**src/rtl/bdc_pkg.sv**
```systemverilog
// Package for the B-dot detumble controller: field widths, register indexes,
// controller states and the command/status structs between control and datapath.
// No dependencies.
`timescale 1ns / 1ps
`default_nettype none
package bdc_pkg;

  localparam int FIELD_W    = 16;
  localparam int DT_W       = 16;
  localparam int RATE_W     = 33;
  localparam int GAIN_W     = 32;
  localparam int GAIN_FRAC  = 16;
  localparam int DIPMAX_W   = 15;
  localparam int TAU_W      = 16;
  localparam int DEN_W      = 17;
  localparam int SUM_W      = 35;
  localparam int SUM_MAG_W  = 34;
  localparam int FILT_NUM_W = SUM_MAG_W + TAU_W;
  localparam int CFG_IDX_W  = 2;
  localparam int MUL_LO_W   = 17;
  localparam int MUL_HI_W   = RATE_W - MUL_LO_W;

  localparam logic [CFG_IDX_W-1:0] CFG_GAIN      = 2'd0;
  localparam logic [CFG_IDX_W-1:0] CFG_DIP_LIMIT = 2'd1;
  localparam logic [CFG_IDX_W-1:0] CFG_HPF_TAU   = 2'd2;

  localparam logic [DIPMAX_W-1:0] DIP_LIMIT_RST = 15'h7FFF;

  typedef enum logic [3:0] {
    ST_IDLE,
    ST_RAW_DIV,
    ST_FILT_MUL,
    ST_FILT_GO,
    ST_FILT_DIV,
    ST_MUL_LO,
    ST_MUL_HI,
    ST_MUL_SUM,
    ST_WAIT_OUT
  } state_t;

  typedef struct packed {
    logic load;
    logic raw_done;
    logic filt_mul;
    logic filt_start;
    logic filt_done;
    logic mul_lo;
    logic mul_hi;
    logic mul_sum;
    logic out_load;
  } cmd_t;

  typedef struct packed {
    logic prime;
    logic dt_zero;
    logic filt_en;
    logic div_done;
  } sts_t;

endpackage
`default_nettype wire

```
**src/rtl/bdc_ctrl.sv**
```systemverilog
// Controller FSM: sequences division, filter and dipole steps, owns the
// channel handshakes and the result valid flag. Depends on bdc_pkg.
`timescale 1ns / 1ps
`default_nettype none
module bdc_ctrl (
  input  logic          clk,
  input  logic          rst_n,
  input  logic          in_valid,
  output logic          in_ready,
  output logic          out_valid,
  input  logic          out_ready,
  input  bdc_pkg::sts_t sts,
  output bdc_pkg::cmd_t cmd
);
  import bdc_pkg::*;

  state_t state_r, state_nxt;
  logic   out_valid_r, out_valid_nxt;
  logic   in_fire;
  logic   out_free;

  assign in_fire  = in_valid & in_ready;
  assign out_free = ~out_valid_r | out_ready;

  always_comb begin
    state_nxt = state_r;
    case (state_r)
      ST_IDLE: begin
        if (in_fire && !sts.dt_zero) begin
          state_nxt = sts.prime ? ST_WAIT_OUT : ST_RAW_DIV;
        end
      end
      ST_RAW_DIV: begin
        if (sts.div_done) begin
          state_nxt = sts.filt_en ? ST_FILT_MUL : ST_MUL_LO;
        end
      end
      ST_FILT_MUL: state_nxt = ST_FILT_GO;
      ST_FILT_GO:  state_nxt = ST_FILT_DIV;
      ST_FILT_DIV: begin
        if (sts.div_done) begin
          state_nxt = ST_MUL_LO;
        end
      end
      ST_MUL_LO:   state_nxt = ST_MUL_HI;
      ST_MUL_HI:   state_nxt = ST_MUL_SUM;
      ST_MUL_SUM:  state_nxt = ST_WAIT_OUT;
      ST_WAIT_OUT: begin
        if (out_free) begin
          state_nxt = ST_IDLE;
        end
      end
      default:     state_nxt = ST_IDLE;
    endcase
  end

  always_comb begin
    in_ready       = (state_r == ST_IDLE);
    cmd            = '0;
    cmd.load       = in_fire & ~sts.dt_zero;
    cmd.raw_done   = (state_r == ST_RAW_DIV) & sts.div_done;
    cmd.filt_mul   = (state_r == ST_FILT_MUL);
    cmd.filt_start = (state_r == ST_FILT_GO);
    cmd.filt_done  = (state_r == ST_FILT_DIV) & sts.div_done;
    cmd.mul_lo     = (state_r == ST_MUL_LO);
    cmd.mul_hi     = (state_r == ST_MUL_HI);
    cmd.mul_sum    = (state_r == ST_MUL_SUM);
    cmd.out_load   = (state_r == ST_WAIT_OUT) & out_free;
  end

  always_comb begin
    out_valid_nxt = out_valid_r;
    if (cmd.out_load) begin
      out_valid_nxt = 1'b1;
    end else if (out_ready) begin
      out_valid_nxt = 1'b0;
    end
  end

  always_ff @(posedge clk) begin
    if (!rst_n) begin
      state_r     <= ST_IDLE;
      out_valid_r <= 1'b0;
    end else begin
      state_r     <= state_nxt;
      out_valid_r <= out_valid_nxt;
    end
  end

  assign out_valid = out_valid_r;

endmodule
`default_nettype wire
```
**config.mk**
```make
export PLATFORM = sky130hd
export DESIGN_NAME = bdc_ctrl
export DESIGN_NICKNAME = d
export VERILOG_FILES = /design/src/rtl/bdc_pkg.sv /design/src/rtl/bdc_ctrl.sv
export SDC_FILE = /design/constraint.sdc
export NUM_CORES = 1
export LEC_CHECK = 0
export BUFFER_PORTS_ARGS = -buffer_cell sky130_fd_sc_hd__buf_4
export CELL_PAD_IN_SITES_DETAIL_PLACEMENT = 2
export CELL_PAD_IN_SITES_GLOBAL_PLACEMENT = 2
export CORE_AREA = 5 5 48 50
export DETAILED_ROUTE_END_ITERATION = 10
export DIE_AREA = 0 0 53 55
export GPL_ROUTABILITY_DRIVEN = 0
export PLACE_DENSITY = 0.73
export SLEW_MARGIN = 20
export SYNTH_ARGS = -nofsm -noshare
export SYNTH_HDL_FRONTEND = slang
export SYNTH_SLANG_ARGS = --single-unit
```
**constraint.sdc**
```tcl
create_clock -name clk -period 2.55 [get_ports clk]
set_clock_uncertainty 0.2 [all_clocks]
set_input_delay 0.6375 -clock clk [delete_from_list [all_inputs] [get_ports clk]]
set_output_delay 0.6375 -clock clk [all_outputs]
set_load 0.02 [all_outputs]
```
# Word level (Yosys, flattened, before mapping)

Cells that the tools add are included.

Word-level logic and storage cells: 36
Output and inout bits: 11
Bits of input ports: 8
Register bits after elaboration: 5

Mux-type cells: 9
Reduce and logical (&&, ||, !) cells: 5
Eq/ne operators: 12
Bitwise gates (word level): 8

Operators by type and width:

| operator           | count |
|---|---|
| $pmux 4 s9         | 1 |
| $mux 4             | 5 |
| $eq 4x3->1 const B | 4 |
| $eq 4x2->1 const B | 2 |
| $ne 2x2->1 const B | 3 |
| $and 1x1->1        | 5 |
| $eq 4x1->1 const B | 1 |
| $eq 4x4->1 const B | 1 |
| $logic_not 4->1    | 1 |
| $reduce_and 4->1   | 1 |
| $mux 3             | 1 |
| $mux 1             | 2 |
| $ne 2x1->1 const B | 1 |
| $not 1->1          | 2 |
| $reduce_bool 2->1  | 1 |
| $logic_and 1x1->1  | 1 |
| $logic_not 1->1    | 1 |
| $or 1x1->1         | 1 |

# Depth between registers and ports, before layout

Gate-level depths: netlist of run 1.

Depth after elaboration: 5
Depth in mapped cells: 5
Gate-level depth less buffers: 4

# Worst setup path after synthesis of run 1

Ideal clock, no wire load.

Path kind: reg-to-output
Start point: register state_r[2]
End point: output port cmd[4] (netlist bit)
Arrival time: 1.470 ns
Required time: 1.712 ns
Path buffers: 1
Slack: 0.242 ns
Cell stages (with the launch flop): 4
Cell sequence: dfxtp_1 > buf_6 > nand2b_1 > nor4b_1

RTL lines:

| what                   | line           | RTL |
|---|---|---|
| start, declared        | bdc_ctrl.sv:17 | `state_t state_r, state_nxt;` |
| start signal, assigned | bdc_ctrl.sv:85 | `state_r <= state_nxt;` |
| end, declared          | bdc_ctrl.sv:13 | `output bdc_pkg::cmd_t cmd` |

==> flow_summary_export.csv, run 1 <==
group,metric,value,unit
floorplanning,num_rows,16,
drt,via_count,442,
logic_synthesis,synth_commonest_cells,"dfxtp_1 (5), nand2_1 (5), nand2b_1 (5), nor2_1 (5)",
clocking,clock_latency,260,ps
grt,grt_pass1_vias,450,
final_layout,final_area,611,um2
pwr,p_total,0.620,mW
pwr,p_leak,0.301,nW
floorplanning,initial_core_util,24.4,%
worst_setup_path,arrival,1590,ps
final_layout,multi_input_area,308,um2
clocking,htreeDepth,1,
final_layout,diodes,0,
placement,port_buffers,18,
drt,post-route-drc-count,0,
logic_synthesis,synth_nets,60,
timing,report.final.slew_viol_count,0,
clocking,cts_made_buffers,3,
grt,grt_pass1_wl,2030,um
final_layout,nFillCells,217,
logic_synthesis,syn-cell-area,454,um2
drt,wl_per_cell,12.8,um
placement,dp_hpwl,984,um
clocking,tritoncts,"yes",
timing,fmax,412,MHz
logic_synthesis,yosysWarningCount,0,
floorplanning,dieArea,2920,um2
timing,finalHoldViolCount,0,
final_layout,fin_cells,97,
timing,slew_headroom,64.6,%
final_layout,drive_gt1_share,40.0,%
floorplanning,die_w,53,um
final_layout,seqCellArea,100,um2
logic_synthesis,synth_edf_count,0,
status,status,"finished, final reports clean",
pwr,ir_worst_vdd,375,uV
worst_setup_path,rrSetupSlack,900,ps
min_path,hp-class,"in -> reg",
floorplanning,core,1860,um2
clocking,path_clk_slew,50,ps
logic_synthesis,ys_types,25,
logic_synthesis,synth_top_cell_area_share,22.0,%
timing,post-route-min-period,2430,ps
timing,tns,0,ps
timing,rsz0062_at_grt,"no",
logic_synthesis,synth.ff_latch_count,5,
timing,period_share,95.2,%
drt,routed_wirelength,1240,um
floorplanning,pin_count,19,
timing,whs,443,ps
final_layout,area_delta_synth_final,34.4,%
clocking,cts_num_sinks,5,
floorplanning,die_h,55,um
timing,worstMarginPinSlew,530,ps
placement,placedCellCount,93,
worst_setup_path,crit_type,"reg -> out",
timing,setup_ws,122,ps
logic_synthesis,syn_inst,52,
logic_synthesis,syn_avg_cell_area,8.73,um2
grt,grt_max_degree,12,
drt,dr.pass1.iters,3,
worst_setup_path,rr_startpoint,"state_r[2]$_SDFFE_PN0P_",
job,drv_cap,0,
worst_setup_path,critPathMaxFanout,11,
timing,finalSetupViolations,0,
logic_synthesis,yosys-top-cells-area,"dfxtp_1 (22%), buf_6 (7.4%), nand2b_1 (6.9%)",
grt,antenna_found_initial,0,
worst_setup_path,required,1710,ps
logic_synthesis,synth.largest_area_cell,"dfxtp_1",
drt,drt-initial-drc-count,7,
final_layout,fin_util,32.8,%
worst_setup_path,rr_endpoint,"state_r[2]$_SDFFE_PN0P_",
worst_setup_path,startpoint,"state_r[0]$_SDFFE_PN0P_",
clocking,cts_max_path_buffers,2,
clocking,cts-root-buf,"clkbuf_4",
clocking,cts_setup_buffers,0,
pwr,power.density,1020,nW/um2
grt,grt-ovfl-total,0,
drt,ant_nets,0,
worst_setup_path,critPathLaunchType,"flop",
worst_setup_path,end_kind,"output port",
logic_synthesis,synthArstFlopShare,0,%
worst_setup_path,reg2reg_depth,5,
final_layout,nNetsFinal,79,
placement,detailedPlace.worstSlack,388,ps
clocking,hold_buffers,0,
drt,via_per_inst,4.56,
worst_setup_path,crit_path_end,"cmd[7]",
logic_synthesis,ys.flop_type,"dfxtp_1",
clocking,cts_resized,0,
grt,track_usage,9.93,%
placement,post_dp_cell_area,584,um2
logic_synthesis,yosysSeqAreaShare,22.0,%
## cell type report
type,instances,share of cell area [%]
flip-flops and latches,5,16.4
multi-input cells,42,50.4
clock buffers,4,4.30
repair buffers,19,23.4
well taps,27,5.53
## registers in the layout, summed over array words and instances, names as in the netlist
register	cells
out_valid	1
state_r	4
## how the worst min path moves through the flow
stage,startpoint,to,slack (ps),cells past startpoint
after global placement,out_valid$_SDFFE_PN0P_,out_valid$_SDFFE_PN0P_,440,3
after global routing,rst_n,state_r[3]$_SDFFE_PN0P_,460,2
after CTS,rst_n,out_valid$_SDFFE_PN0P_,440,2
final,rst_n,out_valid$_SDFFE_PN0P_,440,2
after floorplan,state_r[0]$_SDFFE_PN0P_,state_r[0]$_SDFFE_PN0P_,420,3
after detailed placement,state_r[2]$_SDFFE_PN0P_,state_r[2]$_SDFFE_PN0P_,450,2
## layer usage
| metal | wire, um | share of wire, % | up-vias | track usage, % |
|---|---|---|---|---|
| li1 | - | - | 216 | - |
| met1 | 519 | 42 | 212 | 11.1 |
| met2 | 618 | 50 | 10 | 16.3 |
| met3 | 60 | 4.8 | 4 | 2.41 |
| met4 | 44 | 3.5 | 0 | 7.66 |
| met5 | 0 | 0 | - | 0 |
## where the power goes
group	leakage, nW	switching, mW	internal, mW
sequential	0.0407	0.0665	0.0988
combinational	0.245	0.180	0.177
clock	0.0150	0.0386	0.0596
total	0.301	0.285	0.335
## worst max-delay path, cell delays in order, from the launching register on
cell	delay, ps
dfxtp_1	650
nand2b_1	180
nor4b_1	310
buf_4	200
## logic make-up after synthesis
group	share of synthesized area (%)
simple gates	46.3
buf+inv	10.2
flops	22.0
compound gates	15.7
mux	2.20
xor+xnor	3.58
## cell usage in the layout, fill, tap and decap left out, types with 2 or more instances in the layout
master    count
clkbuf_4      3
nand2b_1      5
dfxtp_1       5
nor3_1        3
nor2b_1       3
nand2_1       5
buf_4        19
nor4b_1       2
nor2_1        5
nand3_1       2
and3_1        2
a21oi_1       3
Power figures use the tool's default switching activity.
==> inputs of run 2 (changes only) <==
==> config.mk (replaced) <==
export PLATFORM = sky130hd
export DESIGN_NAME = bdc_ctrl
export DESIGN_NICKNAME = d
export VERILOG_FILES = /design/src/rtl/bdc_pkg.sv /design/src/rtl/bdc_ctrl.sv
export SDC_FILE = /design/constraint.sdc
export NUM_CORES = 1
export LEC_CHECK = 0
export BUFFER_PORTS_ARGS = -buffer_cell sky130_fd_sc_hd__buf_4
export CELL_PAD_IN_SITES_DETAIL_PLACEMENT = 1
export CELL_PAD_IN_SITES_GLOBAL_PLACEMENT = 1
export CORE_AREA = 5 5 43 45
export DETAILED_ROUTE_END_ITERATION = 10
export DIE_AREA = 0 0 48 50
export GPL_ROUTABILITY_DRIVEN = 0
export GPL_TIMING_DRIVEN = 0
export PLACE_DENSITY = 0.74
export SLEW_MARGIN = 20
export SYNTH_ARGS = -nofsm -noshare
export SYNTH_HDL_FRONTEND = slang
export SYNTH_SLANG_ARGS = --single-unit
==> run 2 against run 1 <==
  * Global-route usage up 1.7 points
  * Highest routed layer is now met3
  * Register-to-register slack gained 90 ps
  * Die area fell by 18%
  * Via count rose by 1.4%
  * Worst hold slack gained 18 ps
==> flow_summary_export.csv, run 2 (synthesis results as in run 1) <==
group,metric,value,unit
final_layout,diodes,0,
floorplanning,num_rows,14,
timing,slew_headroom,77.9,%
worst_setup_path,critPathLaunchType,"flop",
timing,worstMarginPinSlew,329,ps
clocking,cts_setup_buffers,0,
clocking,cts-root-buf,"clkbuf_4",
floorplanning,dieArea,2400,um2
drt,wl_per_cell,13.1,um
floorplanning,pin_count,19,
grt,grt_pass1_vias,480,
final_layout,drive_gt1_share,43.2,%
status,status,"finished, final reports clean",
placement,dp_hpwl,979,um
clocking,cts_resized,0,
grt,track_usage,11.7,%
floorplanning,die_h,50,um
floorplanning,initial_core_util,31.6,%
final_layout,nNetsFinal,83,
clocking,cts_made_buffers,3,
grt,grt_max_degree,11,
clocking,hold_buffers,0,
floorplanning,core,1440,um2
placement,port_buffers,18,
drt,drt-initial-drc-count,8,
worst_setup_path,end_kind,"output port",
min_path,hp-class,"in -> reg",
final_layout,mostFrequentLayoutCells,"buf_4 (19), nand2_1 (5), nor2_1 (5), nand2b_1 (5), dfxtp_1 (5)",
worst_setup_path,critPathMaxFanout,10,
final_layout,final_area,636,um2
timing,report.final.slew_viol_count,0,
timing,finalHoldViolCount,0,
drt,routed_wirelength,1180,um
placement,placedCellCount,86,
clocking,tritoncts,"yes",
clocking,clock_latency,240,ps
pwr,p_total,0.650,mW
drt,dr.pass1.iters,4,
job,drv_cap,0,
pwr,power.density,1020,nW/um2
final_layout,area_delta_synth_final,39.9,%
timing,fmax,427,MHz
clocking,cts_max_path_buffers,2,
final_layout,largest_reg_flops,4,
worst_setup_path,crit_type,"reg -> out",
clocking,cts_num_sinks,5,
drt,via_per_inst,4.98,
timing,finalSetupViolations,0,
placement,post_dp_cell_area,609,um2
pwr,p_leak,0.325,nW
final_layout,fin_cells,90,
final_layout,nFillCells,189,
worst_setup_path,required,1710,ps
worst_setup_path,arrival,1500,ps
grt,grt_pass1_wl,2040,um
timing,post-route-min-period,2340,ps
clocking,htreeDepth,1,
drt,ant_nets,0,
drt,post-route-drc-count,0,
timing,period_share,91.8,%
grt,grt-ovfl-total,0,
final_layout,final_common_cell,"buf_4",
final_layout,regMostFlops,"state_r",
floorplanning,die_w,48,um
timing,rsz0062_at_grt,"no",
drt,via_count,448,
grt,antenna_found_initial,0,
timing,tns,0,ps
pwr,ir_worst_vdd,247,uV
clocking,path_clk_slew,40,ps
run 2: cell count changes in the layout (fill, tap and decap cells not counted), sizes merged:
cell  change
buf       +4
run 2: metal layers:
metal	track usage, %	vias up	wire length, um
met4	8.07	0	0
met5	0	-	0
met2	19.4	7	651
met1	13.6	216	482
li1	-	225	-
met3	0	0	42
run 2: stage by stage:
step           setup slack (ps)  util, %  hold slack, ps
6_report                    210     44.3             460
5_1_grt                     160     44.3             478
4_1_cts                     191     44.3             457
3_5_place_dp                403     42.4             475
3_3_place_gp                445     42.4             442
2_1_floorplan               242        -             420
run 2: worst max-delay path, cell delays in order, from the launching register on:
cell and delay (ps):
dfxtp_1 450, buf_6 190, nand2b_1 120, nor4b_1 310, buf_4 200
run 2: worst paths after layout:
kind,start,to,slack [ps],cells after the start
setup reg to reg,state_r[0]$_SDFFE_PN0P_,state_r[0]$_SDFFE_PN0P_,990,5
hold / removal,rst_n,out_valid$_SDFFE_PN0P_,460,2
hold reg to reg,state_r[0]$_SDFFE_PN0P_,state_r[0]$_SDFFE_PN0P_,480,3
setup / recovery,state_r[2]$_SDFFE_PN0P_,cmd[4],210,4
run 2: power breakdown:
part	internal, mW	switching [mW]	total [mW]	leakage (nW)
registers	0.0990	0.0220	0.121	0.0407
clock network	0.0590	0.0308	0.0898	0.0150
logic	0.206	0.234	0.439	0.269
total	0.364	0.286	0.650	0.325
run 2: final cells by class:
class / instances / area (um2) / share of cell area, %
buffer: 5 / 46.3 / 7.28
clock buffer: 4 / 26.3 / 4.13
multi-input combinational: 42 / 308 / 48.4
tap: 16 / 20.0 / 3.15
timing repair buffer: 18 / 135 / 21.3
sequential: 5 / 100 / 15.7
==> inputs of run 3 (changes only) <==
--- a/config.mk
+++ b/config.mk
@@ -14,6 +14,7 @@
 export GPL_ROUTABILITY_DRIVEN = 0
 export GPL_TIMING_DRIVEN = 0
 export PLACE_DENSITY = 0.74
+export SETUP_SLACK_MARGIN = 0.3
 export SLEW_MARGIN = 20
 export SYNTH_ARGS = -nofsm -noshare
 export SYNTH_HDL_FRONTEND = slang
==> run 3 against run 2 <==
  * Worst hold slack got worse by 2.4 ps
  * First-iteration DRC count rose by 75%
  * Wire length rose by 0.43%
  * Global-route usage rose by 0.34 points
  * Sequential power barely moved
  * Register-to-register slack barely moved
  * Design area rose by 2.6%
  * Clock power fell by 1%
  * Fmax rose by 6.1%
  * Clock-buffer cell count did not move
  * Flip-flop and latch count did not move
  * Non-clock buffer count did not move
  * Critical path type unchanged
  * Largest cell class unchanged
  * Highest routed layer is now met4
==> flow_summary_export.csv, run 3 (synthesis results as in run 1) <==
group,metric,value,unit
final_layout,diodes,0,
worst_setup_path,cp_cell_sequence,"buf_6 > nor4_4 > and3b_1 > buf_4",
drt,routed_wirelength,1180,um
grt,grt_pass1_vias,450,
min_path,hp-class,"in -> reg",
grt,grt_max_degree,11,
worst_setup_path,arrival,1370,ps
worst_setup_path,cpMaxStageDelayCell,"nor4_4",
final_layout,multi_input_area,322,um2
clocking,tritoncts,"yes",
clocking,cts_max_path_buffers,2,
grt,track_usage,12.0,%
final_layout,fin_util,45.4,%
worst_setup_path,cpPeakStageDelay,340,ps
floorplanning,die_w,48,um
clocking,cts-root-buf,"clkbuf_4",
clocking,cts_num_sinks,5,
timing,setup_ws,345,ps
final_layout,regMostFlops,"state_r",
final_layout,area_delta_synth_final,43.5,%
floorplanning,pin_count,19,
timing,period_share,86.5,%
worst_setup_path,crit_type,"reg -> out",
timing,finalSetupViolations,0,
timing,report.final.slew_viol_count,0,
worst_setup_path,required,1710,ps
worst_setup_path,critPathLaunchType,"flop",
floorplanning,dieArea,2400,um2
timing,worstMarginPinSlew,319,ps
final_layout,nFillCells,180,
drt,wl_per_cell,13.1,um
timing,finalHoldViolCount,0,
timing,post-route-min-period,2210,ps
placement,port_buffers,18,
clocking,cts_made_buffers,3,
drt,drt-initial-drc-count,14,
pwr,power.density,1010,nW/um2
timing,fmax,453,MHz
timing,whs,458,ps
worst_setup_path,critPathMaxFanout,10,
final_layout,largest_reg_flops,4,
timing,rsz0062_at_grt,"yes",
floorplanning,num_rows,14,
status,status,"finished, final reports clean",
final_layout,mostFrequentLayoutCells,"buf_4 (19), nand2_1 (5), nor2_1 (5), nand2b_1 (4)",
pwr,p_leak,0.329,nW
clocking,path_clk_slew,40,ps
placement,detailedPlace.worstSlack,447,ps
clocking,clock_latency,240,ps
drt,dr.pass1.iters,4,
drt,via_per_inst,5.03,
final_layout,drive_gt1_share,48.6,%
grt,antenna_found_initial,0,
drt,post-route-drc-count,0,
floorplanning,die_h,50,um
grt,grt_pass1_wl,1980,um
final_layout,final_common_cell,"buf_4",
placement,dp_hpwl,950,um
worst_setup_path,end_kind,"output port",
drt,ant_nets,0,
timing,slew_headroom,78.6,%
drt,via_count,453,
clocking,htreeDepth,1,
grt,grt-ovfl-total,0,
worst_setup_path,crit_buf_inv,2,
floorplanning,initial_core_util,31.6,%
timing,tns,0,ps
final_layout,nNetsFinal,83,
pwr,ir_worst_vdd,269,uV
final_layout,seqCellArea,103,um2
job,drv_cap,0,
floorplanning,core,1440,um2
worst_setup_path,crit_family,"simple AND/OR/NAND/NOR gates",
[run 3: changes by cell type in the layout (fill, tap and decap cells not counted)]
| cell | delta |
|---|---|
| nand2b_4 | +1 |
| nand2b_1 | -1 |
| nor4b_2 | +1 |
| dfxtp_1 | -2 |
| dfxtp_2 | +2 |
| nor4b_1 | -1 |
[run 3: final timing paths]
path,startpoint,to,slack (ps),cells after the start
hold / removal,rst_n,out_valid$_SDFFE_PN0P_,460,2
hold reg to reg,state_r[0]$_SDFFE_PN0P_,state_r[0]$_SDFFE_PN0P_,460,3
setup / recovery,state_r[1]$_SDFFE_PN0P_,cmd[8],340,4
setup reg to reg,state_r[3]$_SDFFE_PN0P_,state_r[0]$_SDFFE_PN0P_,990,5
[run 3: layer usage]
metal,up-vias,part of all wire (%),GRT usage [%]
met5,-,0,0
met4,0,4.4,10.8
met3,4,3.7,0
met2,10,50,18.3
met1,211,42,14.5
li1,228,-,-
[run 3: metrics by stage]
step	cells	cell area, um2	total power [mW]
after global placement	86	616	0.561
after CTS	90	651	0.667
final	90	652	0.657
after floorplan	52	460	0.454
after detailed placement	86	616	0.569
after global routing	90	652	0.705
[run 3: timing repair]
action,CTS,global route
buffers inserted,0,0
setup endpoints to repair,1,3
hold buffers,0,0
resized for setup,2,1
gates cloned,0,0
pin swaps,0,1
[run 3: area by class of cell]
| class | count | share of cell area (%) |
|---|---|---|
| Clock buffer | 4 | 4.03 |
| Timing Repair Buffer | 18 | 20.7 |
| Buffer | 5 | 7.10 |
| Sequential cell | 5 | 15.7 |
| Tap cell | 16 | 3.07 |
| Multi-Input combinational cell | 42 | 49.3 |
[run 3: where the power goes]
group          internal (mW)  switching [mW]  leakage (nW)
clock                 0.0590          0.0299        0.0150
sequential             0.102          0.0209        0.0415
combinational          0.207           0.238         0.273
total                  0.368           0.289         0.329
